===== config.mk =====
export PLATFORM = sky130hd
export DESIGN_NAME = clock_page_replacement
export DESIGN_NICKNAME = d
export VERILOG_FILES = /design/src/sv/cpr_pkg.sv /design/src/sv/clock_page_replacement.sv /design/src/sv/cpr_store.sv
export SDC_FILE = /design/constraint.sdc
export NUM_CORES = 1
export LEC_CHECK = 0
export BUFFER_PORTS_ARGS = -buffer_cell sky130_fd_sc_hd__buf_2
export CORE_MARGIN = 1.5
export CORE_UTILIZATION = 30
export DETAILED_ROUTE_END_ITERATION = 10
export PLACE_DENSITY = 0.52
export RECOVER_POWER = 100
export SYNTH_ARGS = -nofsm -noshare
export SYNTH_HDL_FRONTEND = slang
export SYNTH_HIERARCHICAL = 1
export SYNTH_SLANG_ARGS = --single-unit
export TNS_END_PERCENT = 20

===== constraint.sdc =====
create_clock -name clk -period 9.1 [get_ports clk]
set_input_delay 1.365 -clock clk [delete_from_list [all_inputs] [get_ports clk]]
set_output_delay 1.365 -clock clk [all_outputs]
set_load 0.01 [all_outputs]

===== src/sv/cpr_pkg.sv =====
// Types and codes of the clock page replacement block.
// Used by the frame store, the top level and the checker; depends on nothing.
package cpr_pkg;

  typedef enum logic [1:0] {
    KIND_INSERT  = 2'd0,
    KIND_REF     = 2'd1,
    KIND_REPLACE = 2'd2,
    KIND_NOP     = 2'd3
  } kind_t;

  typedef enum logic [1:0] {
    STAT_OK      = 2'd0,
    STAT_EMPTY   = 2'd1,
    STAT_ABSENT  = 2'd2,
    STAT_PRESENT = 2'd3
  } status_t;

  typedef enum logic [2:0] {
    S_CLEAR,
    S_IDLE,
    S_CHECK,
    S_HAND,
    S_LINK,
    S_SWEEP
  } state_t;

  typedef struct packed {
    logic present;
    logic referenced;
  } flag_t;

  typedef struct packed {
    logic flag_we;
    logic next_we;
    logic prev_we;
    logic owner_we;
  } wen_t;

endpackage


===== src/sv/clock_page_replacement.sv =====
// done is registered from the state that answers: idle for an out-of-range frame, replace on
// an empty ring or an unknown kind; check for reference, a present frame or insert into an
// empty ring; link, via check and hand, for other inserts; sweep for replace, past set reference bits.
// One item at a time: start is taken again in the cycle that done shows, and the single read
// port of the frame store sets the sweep at one frame per cycle. Results cannot be stalled.
// After reset, busy stays high while the flag memory is cleared.
module clock_page_replacement
  import cpr_pkg::*;
#(
  parameter int FRAMES = 64,
  parameter int PROCESS_COUNT = 16,
  localparam int FW = $clog2(FRAMES),
  localparam int PW = (PROCESS_COUNT > 1) ? $clog2(PROCESS_COUNT) : 1,
  localparam int CW = $clog2(FRAMES + 1)
) (
  input  logic          clk,
  input  logic          rst,
  input  logic          start,
  output logic          busy,
  input  logic [1:0]    kind,
  input  logic [PW-1:0] owner_pid,
  input  logic [FW-1:0] frame_index,
  input  logic          ref_on_insert,
  output logic          done,
  output logic [1:0]    status,
  output logic [FW-1:0] victim_frame,
  output logic [PW-1:0] victim_pid
);

  state_t        state, state_next;
  kind_t         kind_in, kind_r;
  logic [FW-1:0] f_r, hand, hand_next, cur, cur_next, behind, behind_next;
  logic [FW-1:0] clr_idx, clr_next;
  logic [PW-1:0] pid_r;
  logic          refi_r;
  logic [CW-1:0] count, count_next;
  logic          accept, f_valid;

  logic          res_fire;
  status_t       res_status;
  logic [FW-1:0] res_frame;
  logic [PW-1:0] res_pid;

  logic [FW-1:0] rd_addr, flag_addr, next_addr, next_data, prev_addr, prev_data;
  wen_t          wen;
  flag_t         flag_data, flag_q;
  logic [FW-1:0] next_q, prev_q;
  logic [PW-1:0] owner_q;

  assign kind_in = kind_t'(kind);
  assign busy    = (state != S_IDLE);
  assign accept  = start && !busy;
  assign f_valid = ({1'b0, frame_index} < (FW + 1)'(FRAMES));

  cpr_store #(
    .FRAMES        (FRAMES),
    .PROCESS_COUNT (PROCESS_COUNT)
  ) u_store (
    .clk        (clk),
    .rd_addr    (rd_addr),
    .wen        (wen),
    .flag_addr  (flag_addr),
    .flag_data  (flag_data),
    .next_addr  (next_addr),
    .next_data  (next_data),
    .prev_addr  (prev_addr),
    .prev_data  (prev_data),
    .owner_addr (f_r),
    .owner_data (pid_r),
    .flag_q     (flag_q),
    .next_q     (next_q),
    .prev_q     (prev_q),
    .owner_q    (owner_q)
  );

  always_comb begin
    state_next = state;
    unique case (state)
      S_CLEAR: begin
        if (clr_idx == FW'(FRAMES - 1)) begin
          state_next = S_IDLE;
        end
      end
      S_IDLE: begin
        if (accept) begin
          unique case (kind_in)
            KIND_INSERT, KIND_REF: begin
              if (f_valid) begin
                state_next = S_CHECK;
              end
            end
            KIND_REPLACE: begin
              if (count != '0) begin
                state_next = S_SWEEP;
              end
            end
            default: state_next = S_IDLE;
          endcase
        end
      end
      S_CHECK: begin
        if ((kind_r == KIND_INSERT) && !flag_q.present && (count != '0)) begin
          state_next = S_HAND;
        end else begin
          state_next = S_IDLE;
        end
      end
      S_HAND:  state_next = S_LINK;
      S_LINK:  state_next = S_IDLE;
      S_SWEEP: begin
        if (!flag_q.referenced) begin
          state_next = S_IDLE;
        end
      end
      default: state_next = S_IDLE;
    endcase
  end

  always_comb begin
    rd_addr     = cur;
    wen         = '0;
    flag_addr   = f_r;
    flag_data   = '0;
    next_addr   = f_r;
    next_data   = hand;
    prev_addr   = f_r;
    prev_data   = prev_q;
    res_fire    = 1'b0;
    res_status  = STAT_OK;
    res_frame   = '0;
    res_pid     = '0;
    hand_next   = hand;
    count_next  = count;
    cur_next    = cur;
    behind_next = behind;
    clr_next    = clr_idx;
    unique case (state)
      S_CLEAR: begin
        wen.flag_we = 1'b1;
        flag_addr   = clr_idx;
        clr_next    = clr_idx + FW'(1);
      end
      S_IDLE: begin
        rd_addr  = (kind_in == KIND_REPLACE) ? hand : frame_index;
        cur_next = hand;
        if (accept) begin
          unique case (kind_in)
            KIND_INSERT, KIND_REF: begin
              if (!f_valid) begin
                res_fire   = 1'b1;
                res_status = STAT_ABSENT;
              end
            end
            KIND_REPLACE: begin
              if (count == '0) begin
                res_fire   = 1'b1;
                res_status = STAT_EMPTY;
              end
            end
            default: res_fire = 1'b1;
          endcase
        end
      end
      S_CHECK: begin
        // For an insert into a non-empty ring, fetch the link behind the hand.
        rd_addr = hand;
        if (kind_r == KIND_REF) begin
          res_fire = 1'b1;
          if (flag_q.present) begin
            wen.flag_we = 1'b1;
            flag_data   = '{present: 1'b1, referenced: 1'b1};
          end else begin
            res_status = STAT_ABSENT;
          end
        end else if (flag_q.present) begin
          res_fire   = 1'b1;
          res_status = STAT_PRESENT;
        end else if (count == '0) begin
          wen        = '{flag_we: 1'b1, next_we: 1'b1, prev_we: 1'b1, owner_we: 1'b1};
          flag_data  = '{present: 1'b1, referenced: refi_r};
          next_data  = f_r;
          prev_data  = f_r;
          hand_next  = f_r;
          count_next = count + CW'(1);
          res_fire   = 1'b1;
        end
      end
      S_HAND: begin
        wen         = '{flag_we: 1'b1, next_we: 1'b1, prev_we: 1'b1, owner_we: 1'b1};
        flag_data   = '{present: 1'b1, referenced: refi_r};
        behind_next = prev_q;
      end
      S_LINK: begin
        wen.next_we = 1'b1;
        wen.prev_we = 1'b1;
        next_addr   = behind;
        next_data   = f_r;
        prev_addr   = hand;
        prev_data   = f_r;
        count_next  = count + CW'(1);
        res_fire    = 1'b1;
      end
      S_SWEEP: begin
        wen.flag_we = 1'b1;
        flag_addr   = cur;
        if (flag_q.referenced) begin
          flag_data = '{present: 1'b1, referenced: 1'b0};
          rd_addr   = next_q;
          cur_next  = next_q;
        end else begin
          // Unlink the victim; the hand moves on unless the ring is now empty.
          wen.next_we = 1'b1;
          wen.prev_we = 1'b1;
          next_addr   = prev_q;
          next_data   = next_q;
          prev_addr   = next_q;
          prev_data   = prev_q;
          count_next  = count - CW'(1);
          if (count != CW'(1)) begin
            hand_next = next_q;
          end
          res_fire  = 1'b1;
          res_frame = cur;
          res_pid   = owner_q;
        end
      end
      default: ;
    endcase
  end

  always_ff @(posedge clk) begin
    if (rst) begin
      state   <= S_CLEAR;
      clr_idx <= '0;
      hand    <= '0;
      count   <= '0;
      done    <= 1'b0;
    end else begin
      state   <= state_next;
      clr_idx <= clr_next;
      hand    <= hand_next;
      count   <= count_next;
      done    <= res_fire;
    end
  end

  always_ff @(posedge clk) begin
    cur    <= cur_next;
    behind <= behind_next;
    if (accept) begin
      kind_r <= kind_in;
      f_r    <= frame_index;
      pid_r  <= owner_pid;
      refi_r <= ref_on_insert;
    end
    if (res_fire) begin
      status       <= res_status;
      victim_frame <= res_frame;
      victim_pid   <= res_pid;
    end
  end

endmodule


===== src/sv/cpr_store.sv =====
// Per-frame storage: flag bits, ring links and owner, one memory each.
// All four share one read address; read data is registered. Uses cpr_pkg.
module cpr_store
  import cpr_pkg::*;
#(
  parameter int FRAMES = 64,
  parameter int PROCESS_COUNT = 16,
  localparam int FW = $clog2(FRAMES),
  localparam int PW = (PROCESS_COUNT > 1) ? $clog2(PROCESS_COUNT) : 1
) (
  input  logic          clk,
  input  logic [FW-1:0] rd_addr,
  input  wen_t          wen,
  input  logic [FW-1:0] flag_addr,
  input  flag_t         flag_data,
  input  logic [FW-1:0] next_addr,
  input  logic [FW-1:0] next_data,
  input  logic [FW-1:0] prev_addr,
  input  logic [FW-1:0] prev_data,
  input  logic [FW-1:0] owner_addr,
  input  logic [PW-1:0] owner_data,
  output flag_t         flag_q,
  output logic [FW-1:0] next_q,
  output logic [FW-1:0] prev_q,
  output logic [PW-1:0] owner_q
);

  flag_t         flag_mem  [FRAMES];
  logic [FW-1:0] next_mem  [FRAMES];
  logic [FW-1:0] prev_mem  [FRAMES];
  logic [PW-1:0] owner_mem [FRAMES];

  // The sweep clears a bit and reads the following frame in the same cycle;
  // on a ring of one frame that is the same entry, so new data is forwarded.
  always_ff @(posedge clk) begin
    if (wen.flag_we) begin
      flag_mem[flag_addr] <= flag_data;
    end
    if (wen.flag_we && (flag_addr == rd_addr)) begin
      flag_q <= flag_data;
    end else begin
      flag_q <= flag_mem[rd_addr];
    end
  end

  always_ff @(posedge clk) begin
    if (wen.next_we) begin
      next_mem[next_addr] <= next_data;
    end
    next_q <= next_mem[rd_addr];
  end

  always_ff @(posedge clk) begin
    if (wen.prev_we) begin
      prev_mem[prev_addr] <= prev_data;
    end
    prev_q <= prev_mem[rd_addr];
  end

  always_ff @(posedge clk) begin
    if (wen.owner_we) begin
      owner_mem[owner_addr] <= owner_data;
    end
    owner_q <= owner_mem[rd_addr];
  end

endmodule


### After elaboration in Yosys (flattened, before gate mapping)

Memory sizes are Yosys's and may differ from the RTL's. A register that Yosys moved wholly into a read port is not among the register bits.
Cells that the tools add are included.

* reduce and logical (&&, ||, !) cells: 20
* add/sub/neg operators: 3
* muxes and demuxes: 69
* bitwise gates (word level): 1
* equal/unequal tests: 19

Operators with widths (number)
* $mux 6: 13
* $pmux 6 s2: 6
* $pmux 6 s3: 2
* $mux 7: 4
* $pmux 7 s3: 1
* $mux 1: 18
* $mux 2: 9
* $mux 3: 5
* $pmux 3 s5: 1
* $ne 2x2->1 const B: 7
* $pmux 2 s3: 2
* $mux 4: 2
* $add 7x1->7 const B: 1
* $logic_not 7->1: 1
* $ne 7x1->1 const B: 1
* $reduce_bool 7->1: 1
* $sub 7x1->7 const B: 1
* $add 6x1->6 const B: 1
* $eq 3x2->1 const B: 2
* $eq 3x3->1 const B: 2
* $eq 6x6->1 const B: 1
* $pmux 1 s2: 3
* $pmux 3 s2: 1
* $reduce_or 2->1: 3
* other kinds (18): 24

* memories kept: 4
* output and inout bits: 14
* word-level logic and storage cells: 130
* flip-flop bits (word level): 60
* input bits: 16
* memory bits (writable): 1152

Memories
* u_store.next_mem: words 64, bits a word 6, rd ports 1, clocked after memory_dff 1, wr ports 1, line cpr_store.sv:29 `logic [FW-1:0] next_mem [FRAMES];`
* u_store.prev_mem: words 64, bits a word 6, rd ports 1, clocked after memory_dff 1, wr ports 1, line cpr_store.sv:30 `logic [FW-1:0] prev_mem [FRAMES];`
* u_store.owner_mem: words 64, bits a word 4, rd ports 1, clocked after memory_dff 1, wr ports 1, line cpr_store.sv:31 `logic [PW-1:0] owner_mem [FRAMES];`
* u_store.flag_mem: words 64, bits a word 2, rd ports 1, clocked after memory_dff 1, wr ports 1, line cpr_store.sv:28 `flag_t flag_mem [FRAMES];`

### Longest topological paths before layout

* depth after elaboration: 7
* depth in mapped cells: 21

### Hierarchy

Netlist, hierarchy kept.

By module, submodules not included
* cpr_store: area each 45827.7 um2, instances 1, cells each 2256
* clock_page_replacement: area each 3926.3 um2, instances 1, cells each 429

### Least setup slack after synthesis

No wires, ideal clock.

* path type: flip-flop to flip-flop
* from: register with a tool-made name
* to: memory u_store/flag_mem[0][1] in the netlist's numbering, data pin
* stages on the path, launching flop included: 13
* data required time: 8.371 ns
* setup time: 0.729 ns
* period minus slack after synthesis: 5.929 ns
* arrival time: 5.201 ns
* path slack: 3.171 ns
* cells stage by stage: dfxtp_1 buf_6 buf_6 mux4_2 o22ai_1 nor3_1 o41ai_1 o31ai_1 and4b_4 buf_12 a21o_2 nor2_1 o32ai_1

RTL lines (line)
* end: declaration: cpr_store.sv:28

==> metrics.cfg <==
[worst_setup_path]
crit_type = flop to flop
r2r.worst_path.cells = 17
cp.required_ns = 9.71
cp-start-kind = flop
crit_path_end_kind = flop
critical-path-max-stage-delay_ns = 0.96
r2r_setup_slack_ns = 1.64
worst_ep_arrival_time_ns = 8.07
crit_path_cell_trace = clkbuf_1 > mux4_2 > mux2_2 > o21ai_0 > nor2_1 > a32o_1 > buf_4 > mux2i_1 > nor2_1 > a221oi_1 > a21oi_1 > clkbuf_2 > nand3_1 > o22ai_1 > a2111oi_0 > o21ai_0 > o31ai_1
path_max_fanout = 32
slowest_stage = a21oi_1

[drt]
finalWirelength_mm = 119
highest_layer = met4
viasPerCell = 5.01
ant_nets = 0
drc = 0
via_count = 25300
firstDrtPassIters = 6
wl_met3_mm = 6.09
wl_met1_mm = 54.5
drtIter0Drc = 2192
wl_per_cell_um = 23.7
dr_wl_met2_mm = 56.6

[sta]
finalWorstSetupSlack_ns = 1.64
finalHoldViolCount = 0
finalSetupTns_ns = 0
tightest_slew_ns = 3.26
fmax_mhz = 134
rsz0062_at_grt = false
drv_slew = 1213
slew_headroom = -1.18
setup_viol = 0
finalCritPeriodShare = 0.819
period_minus_slack_ns = 7.46
fin_skew_ns = 0.0250
whs_ns = 0.513

[cells_and_area]
final_area_um2 = 56500
regArea_um2 = 36600
area_growth_pct = 13.6
fillCellCount = 15600
drive_gt1_frac = 0.204
final_util = 0.343
multi_input_area_um2 = 12300
layout.nets = 2763

[cts]
cts-hold-fix-buffers = 0
cts.sinks = 1234
cts_resized = 0
insertion_delay_ns = 0.76
post_cts_buffers = 0
cts_tree = built
ctsLongestPathBuffers = 3
cts_buffers = 135
cts_max_level = 4
clkTransAtPathRegs_ns = 0.06
root_buffer = clkbuf_16

[logic_synthesis]
synthFlopType = edfxtp_1
synth-seq-cells = 1234
synth_seq_area_share = 0.736
synth_cell_type_count = 74
async_flop_share = 0
syn-instance-count = 2685
postSynthAreaPerCell_um2 = 18.5
yosysWarningCount = 6
synth_area_um2 = 49800
synth_edf_count = 1189
synth_nets = 2707

[global_routing]
grt_overflow = 0
grt_pass1_wl_mm = 177
grtUsageTotal = 0.141
grt_start_max_net_pins = 90
antenna_found_initial = 1
first_global_vias = 25800

[floorplanning]
initial_core_util = 0.302
io_pins = 30
coreArea_um2 = 165000
die-area_um2 = 168000
die_w_um = 410
die_y_um = 410
num_rows = 149

[placement]
place_area_um2 = 52300
dp_slack_ns = 2.33
portBuffers = 29
dp_hpwl_mm = 71.8
gp_congestion = 0.763

[pwr]
vdd_drop_max_v = 0.000141
p_leak_nw = 17.4
power.density_nw_per_um2 = 203

[job]
drv_cap = 20

[worst_hold_path]
hold_class = flop to flop
worstHoldPathCells = 2

[run_status]
violations = max-capacitance violations, max-slew violations
outcome = finished with violations

## sequential cells by signal, summed over array words and instances (netlist names), 3 cells and up, named ones only
name,cells
victim_frame,6
u_store/prev_q,6
hand,6
u_store/flag_mem,128
behind,6
pid_r,4
state,3
u_store/next_mem,384
u_store/owner_q,4
cur,6
clr_idx,6
f_r,6
victim_pid,4
u_store/prev_mem,384
u_store/owner_mem,256
count,7
u_store/next_q,6
## synthesized netlist by cell type, types with 20 or more instances
cell | instances | share of area
nor2b_1 | 47 | 0.0059
buf_6 | 23 | 0.0052
mux2_2 | 22 | 0.0050
mux4_2 | 284 | 0.13
mux2i_1 | 34 | 0.0068
buf_2 | 44 | 0.0044
o22ai_1 | 68 | 0.0086
clkbuf_1 | 72 | 0.0054
edfxtp_1 | 1189 | 0.72
a21oi_1 | 35 | 0.0035
nand2_1 | 59 | 0.0045
dfxtp_1 | 45 | 0.018
o21ai_0 | 31 | 0.0031
nand3_1 | 30 | 0.0030
nand2b_1 | 20 | 0.0025
nand3b_1 | 22 | 0.0033
nor2_1 | 365 | 0.028
a211oi_1 | 32 | 0.0048
## stage by stage
step	std cells	total power [W]
2_1_floorplan	2685	0.00627
3_3_place_gp	4793	0.00629
3_5_place_dp	4793	0.00629
4_1_cts	5041	0.0116
5_1_grt	5041	0.0118
6_report	5042	0.0115
## cells in the final DEF (no fill, tap or decap), drive strengths merged, types with 6 or more instances in the layout
cell and count:
a22o 10, or3 7, nand3 30, buf 36, a211o 6, clkinv 53, nor2b 47, a2111oi 19
nand3b 22, clkinvlp 7, o22ai 68, o31ai 17, ha 6, edfxtp 1189, o21ai 49, nand2 59
a21oi 38, nand4 9, nand2b 20, nor2 366, or3b 7, nor3 11, a211oi 37, a21o 7
a22oi 12, inv 13, dfxtp 45, bufinv 8, and2 16, clkbuf 219, o221ai 17, mux2 27
mux2i 34, mux4 284, o211ai 7
## final cells by class
cell class                 instances  area share
inverter                           6    0.000399
multi-input combinational       1282       0.218
antenna                            1   0.0000443
timing repair buffer              82     0.00853
clock inverter                    75      0.0113
tap                             2189      0.0485
clock buffer                     173      0.0655
sequential                      1234       0.648
## cell families (layout without fill, tap and decap cells)
| family | Yosys count | in the layout | share of synthesized area |
|---|---|---|---|
| flip-flops | 1234 | 1234 | 0.736 |
| AND/OR/NAND/NOR | 614 | 614 | 0.0570 |
| multiplexers | 345 | 345 | 0.142 |
| AO/OA/AOI/OAI | 312 | 312 | 0.0439 |
| buffers and inverters | 169 | 336 | 0.0191 |
| adder cells (fa/ha/maj) | 6 | 6 | 0.00151 |
| XOR/XNOR | 5 | 5 | 0.000880 |
| other | 0 | 1 | 0 |
## path summary, 6_finish.rpt
| check | to | start |
|---|---|---|
| max | u_store/next_q[0] | flop |
| min | clr_idx[5] | clr_idx[5] |
| max reg2reg | u_store/next_q[0] | flop |
| min reg2reg | clr_idx[5] | clr_idx[5] |
## worst max-delay path, delay by kind of cell (launching register included)
family | cells | cell delay, ns
DFF | 1 | 0.82
and+or+nand+nor | 3 | 1.17
AOI/OAI and AO/OA | 8 | 2.38
buffers and inverters | 3 | 1.87
muxes | 3 | 1.04
## power breakdown
group          switching (W)  internal, W  total [W]  leakage [nW]
clock network        0.00221      0.00311    0.00532          2.11
registers         0.00000232      0.00613    0.00614          11.4
logic              0.0000230   0.00000721  0.0000302          3.92
## routing by layer
metal	up-vias	GRT usage
met2	722	0.221
met3	157	0.0254
li1	11000	-
met5	-	0
met1	13300	0.202
met4	0	0.0371
No activity file was read; power rests on OpenSTA's default activity.
